<file path="config.mk">
export PLATFORM = sky130hd
export DESIGN_NAME = text_command_parser_unit_flat
export DESIGN_NICKNAME = d
export VERILOG_FILES = /design/src/rtl/core/tcp_pkg.sv /design/src/rtl/core/tcp_req_if.sv /design/src/rtl/core/tcp_rsp_if.sv /design/src/rtl/core/text_command_parser_unit.sv /design/src/flat_wrapper.sv
export SDC_FILE = /design/constraint.sdc
export NUM_CORES = 1
export LEC_CHECK = 0
export ABC_AREA = 1
export BUFFER_PORTS_ARGS = -buffer_cell sky130_fd_sc_hd__buf_2
export CAP_MARGIN = 20
export CORE_UTILIZATION = 30
export CTS_CLUSTER_DIAMETER = 50
export DETAILED_ROUTE_END_ITERATION = 12
export PLACE_DENSITY = 0.42
export SLEW_MARGIN = 20
export SYNTH_ARGS = -nofsm -noshare
export SYNTH_HDL_FRONTEND = slang
export SYNTH_SLANG_ARGS = --single-unit
</file>
<file path="constraint.sdc">
create_clock -name clock -period 6.4 [get_ports clock]
set_input_delay 0 -clock clock [delete_from_list [all_inputs] [get_ports clock]]
set_output_delay 0 -clock clock [all_outputs]
set_load 0.02 [all_outputs]
</file>
<file path="src/rtl/core/tcp_pkg.sv">
// Shared types, constants and helper functions of the text command parser.
// Used by the channel interfaces and by the parser top level; no dependencies.
`timescale 1ns / 1ps
`default_nettype none

package tcp_pkg;

   // Payload widths
   localparam int unsigned CHAR_WIDTH  = 8;
   localparam int unsigned CMD_WIDTH   = 4;
   localparam int unsigned NUM_WIDTH   = 16;
   localparam int unsigned WEEK_WIDTH  = 7;
   localparam int unsigned POS_WIDTH   = 4;
   localparam int unsigned NUM_COUNT   = 3;
   localparam int unsigned KW_COUNT    = 6;
   localparam int unsigned KW_MAX_LEN  = 5;
   localparam int unsigned WEEK_MIN_LEN = 8;

   // Magnitude limits for saturating decimal conversion
   localparam logic [NUM_WIDTH-1:0] MAG_LIMIT = 16'd32768;
   localparam logic [NUM_WIDTH-1:0] POS_MAX   = 16'd32767;

   // Decoded command codes
   typedef enum logic [CMD_WIDTH-1:0] {
      CMD_EMPTY     = 4'd0,
      CMD_TIME_SET  = 4'd1,
      CMD_ALARM_SET = 4'd2,
      CMD_DAY_LOAD  = 4'd3,
      CMD_DROP      = 4'd4,
      CMD_SERVO     = 4'd5,
      CMD_STEPPER   = 4'd6,
      CMD_STORE     = 4'd7,
      CMD_REJECT    = 4'd8
   } command_type;

   // Class picked by the first character
   typedef enum logic [2:0] {
      LEAD_NONE  = 3'd0,
      LEAD_TIME  = 3'd1,
      LEAD_ALARM = 3'd2,
      LEAD_WEEK  = 3'd3,
      LEAD_WORD  = 3'd4
   } lead_type;

   // Number scanner phase within the current number
   typedef enum logic [2:0] {
      SCAN_SPACE = 3'd0,
      SCAN_SIGN  = 3'd1,
      SCAN_DIGIT = 3'd2,
      SCAN_DONE  = 3'd3,
      SCAN_FAIL  = 3'd4
   } scan_type;

   // Running parse state of one string
   typedef struct packed {
      logic [POS_WIDTH-1:0]                  pos;
      lead_type                              lead;
      logic [KW_COUNT-1:0]                   kw_alive;
      logic [1:0]                            scan_idx;
      scan_type                              scan;
      logic [NUM_COUNT-1:0][NUM_WIDTH-1:0]   num;
      logic                                  neg;
      logic [WEEK_WIDTH-1:0]                 week_bits;
      logic                                  week_valid;
      logic                                  ended;
   } parse_state_type;

   // Keywords, left aligned, zero padded
   localparam logic [8*KW_MAX_LEN-1:0] KW_WORD [KW_COUNT] = '{
      {"f", 32'h0},
      {"F", 32'h0},
      "servo",
      {"step", 8'h0},
      {"s", 32'h0},
      "store"
   };
   localparam logic [POS_WIDTH-1:0] KW_LEN [KW_COUNT] = '{
      4'd1, 4'd1, 4'd5, 4'd4, 4'd1, 4'd5
   };
   localparam command_type KW_CMD [KW_COUNT] = '{
      CMD_DROP, CMD_DROP, CMD_SERVO, CMD_STEPPER, CMD_STEPPER, CMD_STORE
   };

   // Character of keyword j at position p; zero beyond the keyword end
   function automatic logic [CHAR_WIDTH-1:0] kw_char(input logic [2:0] j,
                                                     input logic [POS_WIDTH-1:0] p);
      logic [8*KW_MAX_LEN-1:0] word;
      logic [2:0]              idx;
      word = KW_WORD[j];
      idx  = p[2:0];
      if (p >= KW_LEN[j]) begin
         return '0;
      end
      return word[8*KW_MAX_LEN-1 - 8*idx -: 8];
   endfunction

   function automatic logic is_space(input logic [CHAR_WIDTH-1:0] c);
      return (c == 8'h20) || (c >= 8'h09 && c <= 8'h0D);
   endfunction

   function automatic logic is_digit(input logic [CHAR_WIDTH-1:0] c);
      return (c >= "0") && (c <= "9");
   endfunction

   // Turn a saturated magnitude into a signed 16-bit value
   function automatic logic [NUM_WIDTH-1:0] finalize(input logic [NUM_WIDTH-1:0] mag,
                                                     input logic neg);
      if (neg) begin
         return NUM_WIDTH'(16'd0 - mag);
      end
      return (mag > POS_MAX) ? POS_MAX : mag;
   endfunction

   // Append one decimal digit to a magnitude, saturating at the limit
   function automatic logic [NUM_WIDTH-1:0] add_digit(input logic [NUM_WIDTH-1:0] mag,
                                                      input logic [3:0] d);
      logic [NUM_WIDTH+3:0] acc;
      acc = ({4'd0, mag} << 3) + ({4'd0, mag} << 1) + {16'd0, d};
      return (acc > {4'd0, MAG_LIMIT}) ? MAG_LIMIT : acc[NUM_WIDTH-1:0];
   endfunction

   // State of an idle parser
   function automatic parse_state_type parse_reset();
      parse_state_type s;
      s.pos        = '0;
      s.lead       = LEAD_NONE;
      s.kw_alive   = '1;
      s.scan_idx   = '0;
      s.scan       = SCAN_SPACE;
      s.num        = '0;
      s.neg        = 1'b0;
      s.week_bits  = '0;
      s.week_valid = 1'b1;
      s.ended      = 1'b0;
      return s;
   endfunction

endpackage

`default_nettype wire

</file>
<file path="src/rtl/core/tcp_req_if.sv">
// Request channel of the text command parser: one character per request.
// Depends on tcp_pkg for payload widths.
`timescale 1ns / 1ps
`default_nettype none

interface tcp_req_if;
   logic                             valid;
   logic                             ready;
   logic [tcp_pkg::CHAR_WIDTH-1:0]   char_byte;
   logic                             last;

   modport source (output valid, output char_byte, output last, input ready);
   modport sink   (input valid, input char_byte, input last, output ready);
endinterface

`default_nettype wire

</file>
<file path="src/rtl/core/tcp_rsp_if.sv">
// Response channel of the text command parser: one decoded command per string.
// Depends on tcp_pkg for payload widths.
`timescale 1ns / 1ps
`default_nettype none

interface tcp_rsp_if;
   logic                                   valid;
   logic                                   ready;
   logic [tcp_pkg::CMD_WIDTH-1:0]          command;
   logic signed [tcp_pkg::NUM_WIDTH-1:0]   hours;
   logic signed [tcp_pkg::NUM_WIDTH-1:0]   minutes;
   logic signed [tcp_pkg::NUM_WIDTH-1:0]   seconds;
   logic [tcp_pkg::WEEK_WIDTH-1:0]         week_days;

   modport source (output valid, output command, output hours, output minutes,
                   output seconds, output week_days, input ready);
   modport sink   (input valid, input command, input hours, input minutes,
                   input seconds, input week_days, output ready);
endinterface

`default_nettype wire

</file>
<file path="src/rtl/core/text_command_parser_unit.sv">
// Top level of the text command parser: request register, parse state, response register.
// Depends on tcp_pkg, tcp_req_if and tcp_rsp_if.
`timescale 1ns / 1ps
`default_nettype none

// The parser takes one character per request and answers with one decoded
// command on the request flagged last. It accepts a character every cycle
// while no last character is held back: a request register feeds the
// per-character state update and the result decode, and a response register
// holds the answer, loaded when the last character leaves the request register.
// A pending response that is not taken only blocks the next last character;
// plain characters keep flowing into the parse state. After each response the
// parse state returns to its idle value, ready for the next string.
module text_command_parser_unit (
   input  wire         clock,
   input  wire         reset,
   tcp_req_if.sink     req_chan,
   tcp_rsp_if.source   rsp_chan
);

   // Request register
   logic                             in_valid_ff, in_valid_in;
   logic [tcp_pkg::CHAR_WIDTH-1:0]   in_byte_ff;
   logic                             in_last_ff;
   logic                             req_take;
   logic                             advance;

   // Parse state
   tcp_pkg::parse_state_type         state_ff, state_in, state_upd;

   // Response register
   logic                             rsp_valid_ff, rsp_valid_in;
   tcp_pkg::command_type             cmd_ff, cmd_in;
   logic [tcp_pkg::NUM_WIDTH-1:0]    hours_ff, hours_in;
   logic [tcp_pkg::NUM_WIDTH-1:0]    minutes_ff, minutes_in;
   logic [tcp_pkg::NUM_WIDTH-1:0]    seconds_ff, seconds_in;
   logic [tcp_pkg::WEEK_WIDTH-1:0]   week_ff, week_in;

   // Decode helpers
   logic [tcp_pkg::CHAR_WIDTH-1:0]   c;
   logic [tcp_pkg::POS_WIDTH-1:0]    p;
   logic [1:0]                       k;
   logic [3:0]                       digit;
   logic [tcp_pkg::NUM_COUNT-1:0][tcp_pkg::NUM_WIDTH-1:0] num_out;
   logic                             nums_done;
   logic                             kw_hit;

   // Handshake: the request register advances unless a response would be overwritten
   assign advance      = in_valid_ff && (!in_last_ff || !rsp_valid_ff || rsp_chan.ready);
   assign req_chan.ready = !in_valid_ff || advance;
   assign req_take     = req_chan.valid && req_chan.ready;
   assign in_valid_in  = req_take ? 1'b1 : (advance ? 1'b0 : in_valid_ff);

   always_ff @(posedge clock) begin
      if (reset) begin
         in_valid_ff <= 1'b0;
      end else begin
         in_valid_ff <= in_valid_in;
      end
      if (req_take) begin
         in_byte_ff <= req_chan.char_byte;
         in_last_ff <= req_chan.last;
      end
   end

   // Next parse state: fold one character into the running state
   always_comb begin
      state_upd = state_ff;
      c         = in_byte_ff;
      p         = state_ff.pos;
      k         = state_ff.scan_idx;
      digit     = in_byte_ff[3:0];
      if (in_valid_ff && !state_ff.ended) begin
         if (c == '0) begin
            state_upd.ended = 1'b1;
         end else begin
            // drop keywords that no longer match
            for (int j = 0; j < tcp_pkg::KW_COUNT; j++) begin
               if (tcp_pkg::kw_char(3'(j), p) != c) begin
                  state_upd.kw_alive[j] = 1'b0;
               end
            end
            if (p == '0) begin
               if (c == "T" || c == "t") begin
                  state_upd.lead = tcp_pkg::LEAD_TIME;
               end else if (c == "A" || c == "a") begin
                  state_upd.lead = tcp_pkg::LEAD_ALARM;
               end else if (c == "L" || c == "l") begin
                  state_upd.lead = tcp_pkg::LEAD_WEEK;
               end else begin
                  state_upd.lead = tcp_pkg::LEAD_WORD;
               end
            end else if (state_ff.lead == tcp_pkg::LEAD_TIME ||
                         state_ff.lead == tcp_pkg::LEAD_ALARM) begin
               // number scanner, "%d:%d:%d"
               case (state_ff.scan)
                  tcp_pkg::SCAN_SPACE: begin
                     if (tcp_pkg::is_space(c)) begin
                        state_upd.scan = tcp_pkg::SCAN_SPACE;
                     end else if (c == "+" || c == "-") begin
                        state_upd.neg    = (c == "-");
                        state_upd.num[k] = '0;
                        state_upd.scan   = tcp_pkg::SCAN_SIGN;
                     end else if (tcp_pkg::is_digit(c)) begin
                        state_upd.neg    = 1'b0;
                        state_upd.num[k] = {12'd0, digit};
                        state_upd.scan   = tcp_pkg::SCAN_DIGIT;
                     end else begin
                        state_upd.scan   = tcp_pkg::SCAN_FAIL;
                     end
                  end
                  tcp_pkg::SCAN_SIGN: begin
                     if (tcp_pkg::is_digit(c)) begin
                        state_upd.num[k] = {12'd0, digit};
                        state_upd.scan   = tcp_pkg::SCAN_DIGIT;
                     end else begin
                        state_upd.scan   = tcp_pkg::SCAN_FAIL;
                     end
                  end
                  tcp_pkg::SCAN_DIGIT: begin
                     if (tcp_pkg::is_digit(c)) begin
                        state_upd.num[k] = tcp_pkg::add_digit(state_ff.num[k], digit);
                     end else begin
                        state_upd.num[k] = tcp_pkg::finalize(state_ff.num[k], state_ff.neg);
                        if (k == 2'd2) begin
                           state_upd.scan = tcp_pkg::SCAN_DONE;
                        end else if (c == ":") begin
                           state_upd.scan_idx = k + 2'd1;
                           state_upd.scan     = tcp_pkg::SCAN_SPACE;
                        end else begin
                           state_upd.scan = tcp_pkg::SCAN_FAIL;
                        end
                     end
                  end
                  default: begin
                     state_upd.scan = state_ff.scan;
                  end
               endcase
            end else if (state_ff.lead == tcp_pkg::LEAD_WEEK && p <= 4'd7) begin
               // day flags, first flag in bit 0
               if (c == "1") begin
                  state_upd.week_bits[3'(p - 4'd1)] = 1'b1;
               end else if (c != "0") begin
                  state_upd.week_valid = 1'b0;
               end
            end
            if (p != '1) begin
               state_upd.pos = p + 4'd1;
            end
         end
      end
   end

   // Hold the state while stalled; return to idle after the last character
   always_comb begin
      if (advance) begin
         state_in = in_last_ff ? tcp_pkg::parse_reset() : state_upd;
      end else begin
         state_in = state_ff;
      end
   end

   always_ff @(posedge clock) begin
      if (reset) begin
         state_ff <= tcp_pkg::parse_reset();
      end else begin
         state_ff <= state_in;
      end
   end

   // Result decode from the updated state
   always_comb begin
      num_out   = state_upd.num;
      nums_done = (state_upd.scan == tcp_pkg::SCAN_DONE);
      kw_hit    = 1'b0;
      cmd_in    = tcp_pkg::CMD_EMPTY;
      hours_in  = '0;
      minutes_in = '0;
      seconds_in = '0;
      week_in   = '0;
      // a number still in its digits ends with the string
      if (state_upd.scan == tcp_pkg::SCAN_DIGIT) begin
         num_out[state_upd.scan_idx] =
            tcp_pkg::finalize(state_upd.num[state_upd.scan_idx], state_upd.neg);
         nums_done = (state_upd.scan_idx == 2'd2);
      end
      case (state_upd.lead)
         tcp_pkg::LEAD_TIME, tcp_pkg::LEAD_ALARM: begin
            if (nums_done) begin
               cmd_in = (state_upd.lead == tcp_pkg::LEAD_TIME) ?
                        tcp_pkg::CMD_TIME_SET : tcp_pkg::CMD_ALARM_SET;
            end else begin
               cmd_in = tcp_pkg::CMD_REJECT;
            end
            hours_in   = num_out[0];
            minutes_in = num_out[1];
            seconds_in = num_out[2];
         end
         tcp_pkg::LEAD_WEEK: begin
            if (state_upd.pos >= 4'(tcp_pkg::WEEK_MIN_LEN) && state_upd.week_valid) begin
               cmd_in  = tcp_pkg::CMD_DAY_LOAD;
               week_in = state_upd.week_bits;
            end else begin
               cmd_in  = tcp_pkg::CMD_REJECT;
            end
         end
         tcp_pkg::LEAD_WORD: begin
            cmd_in = tcp_pkg::CMD_REJECT;
            // first matching keyword wins
            for (int j = 0; j < tcp_pkg::KW_COUNT; j++) begin
               if (!kw_hit && state_upd.kw_alive[j] &&
                   state_upd.pos == tcp_pkg::KW_LEN[j]) begin
                  kw_hit = 1'b1;
                  cmd_in = tcp_pkg::KW_CMD[j];
               end
            end
         end
         default: begin
            cmd_in = tcp_pkg::CMD_EMPTY;
         end
      endcase
   end

   // Response register: load on the last character, drop when taken
   assign rsp_valid_in = (advance && in_last_ff) ? 1'b1 :
                         (rsp_chan.ready ? 1'b0 : rsp_valid_ff);

   always_ff @(posedge clock) begin
      if (reset) begin
         rsp_valid_ff <= 1'b0;
      end else begin
         rsp_valid_ff <= rsp_valid_in;
      end
      if (advance && in_last_ff) begin
         cmd_ff     <= cmd_in;
         hours_ff   <= hours_in;
         minutes_ff <= minutes_in;
         seconds_ff <= seconds_in;
         week_ff    <= week_in;
      end
   end

   assign rsp_chan.valid     = rsp_valid_ff;
   assign rsp_chan.command   = cmd_ff;
   assign rsp_chan.hours     = hours_ff;
   assign rsp_chan.minutes   = minutes_ff;
   assign rsp_chan.seconds   = seconds_ff;
   assign rsp_chan.week_days = week_ff;

   // Parse state is idle right after a string is closed
   assert property (@(posedge clock) disable iff (reset)
      (advance && in_last_ff) |=>
         (state_ff.pos == '0 && state_ff.lead == tcp_pkg::LEAD_NONE && !state_ff.ended))
      else $error("parse state not cleared after last character");

   // A held request is never overwritten
   assert property (@(posedge clock) disable iff (reset)
      (in_valid_ff && !advance) |=> (in_valid_ff && $stable(in_byte_ff) && $stable(in_last_ff)))
      else $error("held request lost");

   // Day flags only travel with auto load
   assert property (@(posedge clock) disable iff (reset)
      (rsp_valid_ff && cmd_ff != tcp_pkg::CMD_DAY_LOAD) |-> (week_ff == '0))
      else $error("day flags on a command other than auto load");

   // Time fields only travel with time-led commands
   assert property (@(posedge clock) disable iff (reset)
      (rsp_valid_ff && (cmd_ff == tcp_pkg::CMD_EMPTY || cmd_ff == tcp_pkg::CMD_DAY_LOAD ||
                        cmd_ff == tcp_pkg::CMD_DROP || cmd_ff == tcp_pkg::CMD_SERVO ||
                        cmd_ff == tcp_pkg::CMD_STEPPER || cmd_ff == tcp_pkg::CMD_STORE))
      |-> (hours_ff == '0 && minutes_ff == '0 && seconds_ff == '0))
      else $error("time fields on a command without numbers");

endmodule

`default_nettype wire
</file>
<file path="src/flat_wrapper.sv">
// flat-port wrapper written by rule: the top's interface ports become plain ports
module text_command_parser_unit_flat 
  (clock, reset, req_chan_valid, req_chan_char_byte, req_chan_last, req_chan_ready, rsp_chan_valid, rsp_chan_command, rsp_chan_hours, rsp_chan_minutes, rsp_chan_seconds, rsp_chan_week_days, rsp_chan_ready);
  tcp_req_if req_chan_i ();
  tcp_rsp_if rsp_chan_i ();
  input  wire clock;
  input  wire reset;
  input wire logic [$bits(req_chan_i.valid)-1:0] req_chan_valid;
  input wire logic [$bits(req_chan_i.char_byte)-1:0] req_chan_char_byte;
  input wire logic [$bits(req_chan_i.last)-1:0] req_chan_last;
  output wire logic [$bits(req_chan_i.ready)-1:0] req_chan_ready;
  output wire logic [$bits(rsp_chan_i.valid)-1:0] rsp_chan_valid;
  output wire logic [$bits(rsp_chan_i.command)-1:0] rsp_chan_command;
  output wire logic [$bits(rsp_chan_i.hours)-1:0] rsp_chan_hours;
  output wire logic [$bits(rsp_chan_i.minutes)-1:0] rsp_chan_minutes;
  output wire logic [$bits(rsp_chan_i.seconds)-1:0] rsp_chan_seconds;
  output wire logic [$bits(rsp_chan_i.week_days)-1:0] rsp_chan_week_days;
  input wire logic [$bits(rsp_chan_i.ready)-1:0] rsp_chan_ready;
  assign req_chan_i.valid = req_chan_valid;
  assign req_chan_i.char_byte = req_chan_char_byte;
  assign req_chan_i.last = req_chan_last;
  assign req_chan_ready = req_chan_i.ready;
  assign rsp_chan_valid = rsp_chan_i.valid;
  assign rsp_chan_command = rsp_chan_i.command;
  assign rsp_chan_hours = rsp_chan_i.hours;
  assign rsp_chan_minutes = rsp_chan_i.minutes;
  assign rsp_chan_seconds = rsp_chan_i.seconds;
  assign rsp_chan_week_days = rsp_chan_i.week_days;
  assign rsp_chan_i.ready = rsp_chan_ready;
  text_command_parser_unit u_core (.clock(clock), .reset(reset), .req_chan(req_chan_i), .rsp_chan(rsp_chan_i));
endmodule
</file>
==> flow_summary.yaml <==
logic_synthesis:
  ys_seq_area_share_pct: 27.8
  postSynthCellCount: 2151
  synthArstFlopShare_pct: 0
  synth_edf_count: 68
  syn_area_mm2: 0.0130
  yosys_warnings: 0
  syn_avg_cell_area_um2: 6.03
  synth_flop_cell: "dfxtp_1"
  ys_types: 54
  synth_nets: 2207
  synth-seq-cells: 146
setup_path:
  critPathRequiredTime_ns: 6.65
  rrSetupSlack_ns: 0.65
  worst_setup_path_start_kind: "flip-flop"
  path_buf_inv: 5
  cpMaxStageDelayCell: "fa_1"
  crit_fanout: 29
  r2r_start: "u_core.k[0]$_SDFFE_PP0P_"
  r2r-end: "u_core.rsp_chan.seconds[10]$_SDFFCE_PP0P_"
  reg2regPathDepth: 32
  cp.arrival_ns: 6.00
  worstSetupPathType: "flip-flop to flip-flop"
  cp_top_family: "simple AND/OR/NAND/NOR gates"
  worst_setup_path_end_kind: "flip-flop"
  crit_top_cell: "nand2_1"
  critPathMaxStageDelay_ns: 0.44
routing:
  via_per_inst: 5.10
  antenna_left: 0
  route.vias.total: 14300
  drtIter0Drc: 1332
  drc: 0
  wl_per_cell_um: 18.2
  dr.pass1.iters: 5
  wirelength_mm: 50.8
timing:
  maxSlewViolCount: 0
  worstMarginPinSlew_ns: 1.09
  maxSlewHeadroom_pct: 27.1
  finalCritPeriodShare_pct: 89.8
  fin_skew_ns: 0.0134
  hold_violations: 0
  finalSetupViolCount: 0
  rsz0062_at_grt: "no"
  post-route-min-period_ns: 5.75
  setup-tns-final_ns: 0
  clock.fmax_ghz: 0.174
floorplanning:
  rows: 75
  die_area_mm2: 0.0440
  die-height_um: 210
  core_area_mm2: 0.0423
  io_pins: 74
  die_x_um: 210
  initial_core_util_pct: 30.6
worst_hold_path:
  worstHoldStart: "reset"
  hold_end: "u_core.state_ff[59]$_SDFFE_PP0P_"
  holdPathStages: 3
  min_path_type: "input port to flip-flop"
layout:
  syn_to_final_growth_pct: 13.7
  stdcell_count: 2796
  nets: 2262
  n_antenna_cell: 0
  final_cell_mix: "nand2_1 (681), inv_1 (287), nor2_1 (189), nand3_1 (172), o21ai_0 (151)"
  layout_commonest_cell: "nand2_1"
  final_layout_size_suffix_gt1_share_pct: 9.01
global_route:
  grt_max_degree: 67
  grt_pass1_wl_mm: 78.0
  track_usage_pct: 23.4
  antenna_found_initial: 0
  grt_pass1_vias: 12900
  grt.overflow.total: 0
clock_network:
  cts.htree.levels: 4
  clockBufferDepth: 2
  cts_tree: "built"
  clock-sinks: 146
  numCtsBuffers: 17
  clock_latency_ns: 0.49
  clock-root-buffer: "clkbuf_16"
  clkSlewWorstSetupHoldPaths_ns: 0.07
place:
  gp_congestion: 0.921
  dpl.hpwl_mm: 38.7
  placedCellCount: 2751
  port_buffers: 73
flow_run:
  cap_violations: 0
outcome:
  status: "complete, no violations"
power_and_ir_drop:
  p_per_area_mw_per_mm2: 153
  leakagePower_nw: 7.03
  ir_drop_mv: 0.151
==> state kept, by name (all words and copies together) (netlist names), 4 cells and up <==
name,count
u_core.c,8
u_core.rsp_chan.minutes,16
u_core.rsp_chan.hours,16
u_core.rsp_chan.command,4
u_core.state_ff,70
u_core.rsp_chan.seconds,16
u_core.p,4
u_core.rsp_chan.week_days,7
==> repair_timing <==
item                                   4_1_cts  5_1_grt
hold buffers                                13        0
setup endpoints to repair                    0        0
endpoints found under the hold margin       11        0
buffers inserted                             0        0
gates resized for setup                      0        0
==> how the worst max path moves through the flow <==
| stage | startpoint | end | slack [ns] | cells past startpoint |
|---|---|---|---|---|
| after detailed placement | u_core.k[0]$_SDFFE_PP0P_ | u_core.rsp_chan.seconds[10]$_SDFFCE_PP0P_ | 0.69 | 32 |
| after floorplan | u_core.k[0]$_SDFFE_PP0P_ | u_core.rsp_chan.hours[2]$_SDFFCE_PP0P_ | 1.40 | 32 |
| final | u_core.k[0]$_SDFFE_PP0P_ | u_core.rsp_chan.seconds[10]$_SDFFCE_PP0P_ | 0.65 | 32 |
| after global placement | u_core.k[0]$_SDFFE_PP0P_ | u_core.rsp_chan.seconds[10]$_SDFFCE_PP0P_ | 0.67 | 32 |
| after global routing | u_core.k[0]$_SDFFE_PP0P_ | u_core.rsp_chan.seconds[14]$_SDFFCE_PP0P_ | 0.14 | 34 |
| after CTS | u_core.k[0]$_SDFFE_PP0P_ | u_core.rsp_chan.seconds[10]$_SDFFCE_PP0P_ | 0.67 | 32 |
==> per-layer routing <==
layer / global-route usage, % / share of wire, % / wire (um)
met5: 0 / 0 / 0
met4: 7.00 / 2.0 / 1020
met3: 4.89 / 7.7 / 3890
met2: 33.5 / 41 / 20800
met1: 34.7 / 49 / 25100
==> report_power, final <==
part | switching (mW) | internal (mW) | total [mW]
combinational | 0.128 | 0.0482 | 0.176
clock | 0.486 | 0.600 | 1.09
sequential | 0.0112 | 0.987 | 0.999
==> synth_stat cells, types with 3 or more instances <==
cell type | number | share of area (%)
o21ai_1 | 6 | 0.23
o2111ai_1 | 3 | 0.20
a221oi_1 | 3 | 0.20
nor2_2 | 8 | 0.39
ha_1 | 41 | 4.0
buf_2 | 27 | 1.0
o211ai_1 | 30 | 1.7
nand4_1 | 30 | 1.4
dfxtp_1 | 78 | 12
nand2_2 | 6 | 0.29
nor2_1 | 191 | 5.5
xor2_1 | 16 | 1.1
a21boi_0 | 4 | 0.23
nand3_1 | 172 | 6.6
o31ai_1 | 6 | 0.35
a31oi_1 | 7 | 0.34
nor4_1 | 5 | 0.24
o21bai_1 | 10 | 0.58
o21a_1 | 4 | 0.23
a211oi_1 | 5 | 0.29
o21ai_0 | 151 | 5.8
clkinv_1 | 5 | 0.14
a21oi_1 | 139 | 5.4
nand2_1 | 681 | 20
buf_1 | 9 | 0.26
edfxtp_1 | 68 | 16
inv_1 | 289 | 8.4
nand3b_1 | 14 | 0.81
nand3_2 | 12 | 0.93
o22ai_1 | 8 | 0.39
nor3_1 | 34 | 1.3
clkbuf_1 | 53 | 1.5
inv_2 | 10 | 0.29
==> cell families after synthesis <==
logic type                 after synthesis  share of synthesized area [%]
adders and majority gates               43                           4.27
and+or+nand+nor                       1164                           38.2
xor gates and xnor gates                18                           1.36
DFF                                    146                           27.8
AOI/OAI and AO/OA                      384                           16.5
buffers and inverters                  396                           11.8
==> per-stage QoR <==
step	setup slack, ns	utilization [%]	hold WS (ns)	power, mW	area [um2]
after floorplan	1.40	-	0.0989	1.13	13000
after global placement	0.667	33.0	0.179	1.19	14000
after detailed placement	0.690	33.1	0.180	1.19	14000
after CTS	0.670	34.8	0.138	2.30	14700
after global routing	0.139	34.8	0.168	2.35	14700
final	0.653	34.8	0.159	2.26	14700
==> worst register-to-register path, delay by kind of cell, from the launching register on <==
family	cells	cell delay, ns
DFF	1	0.34
buffers and inverters	5	0.97
adders and majority gates	3	0.99
and+or+nand+nor	21	2.40
xor gates and xnor gates	1	0.19
AOI/OAI and AO/OA	2	0.64
==> area by class of cell <==
cell class | instances | area (um2)
multi-input cells | 1609 | 7840
clock buffers | 19 | 475
well taps | 577 | 722
flip-flops and latches | 146 | 3600
repair buffers | 127 | 803
clock inverters | 13 | 150
fillers | 4631 | 27600
inverters | 305 | 1150
Note: power is estimated with default switching activity, not from simulation.
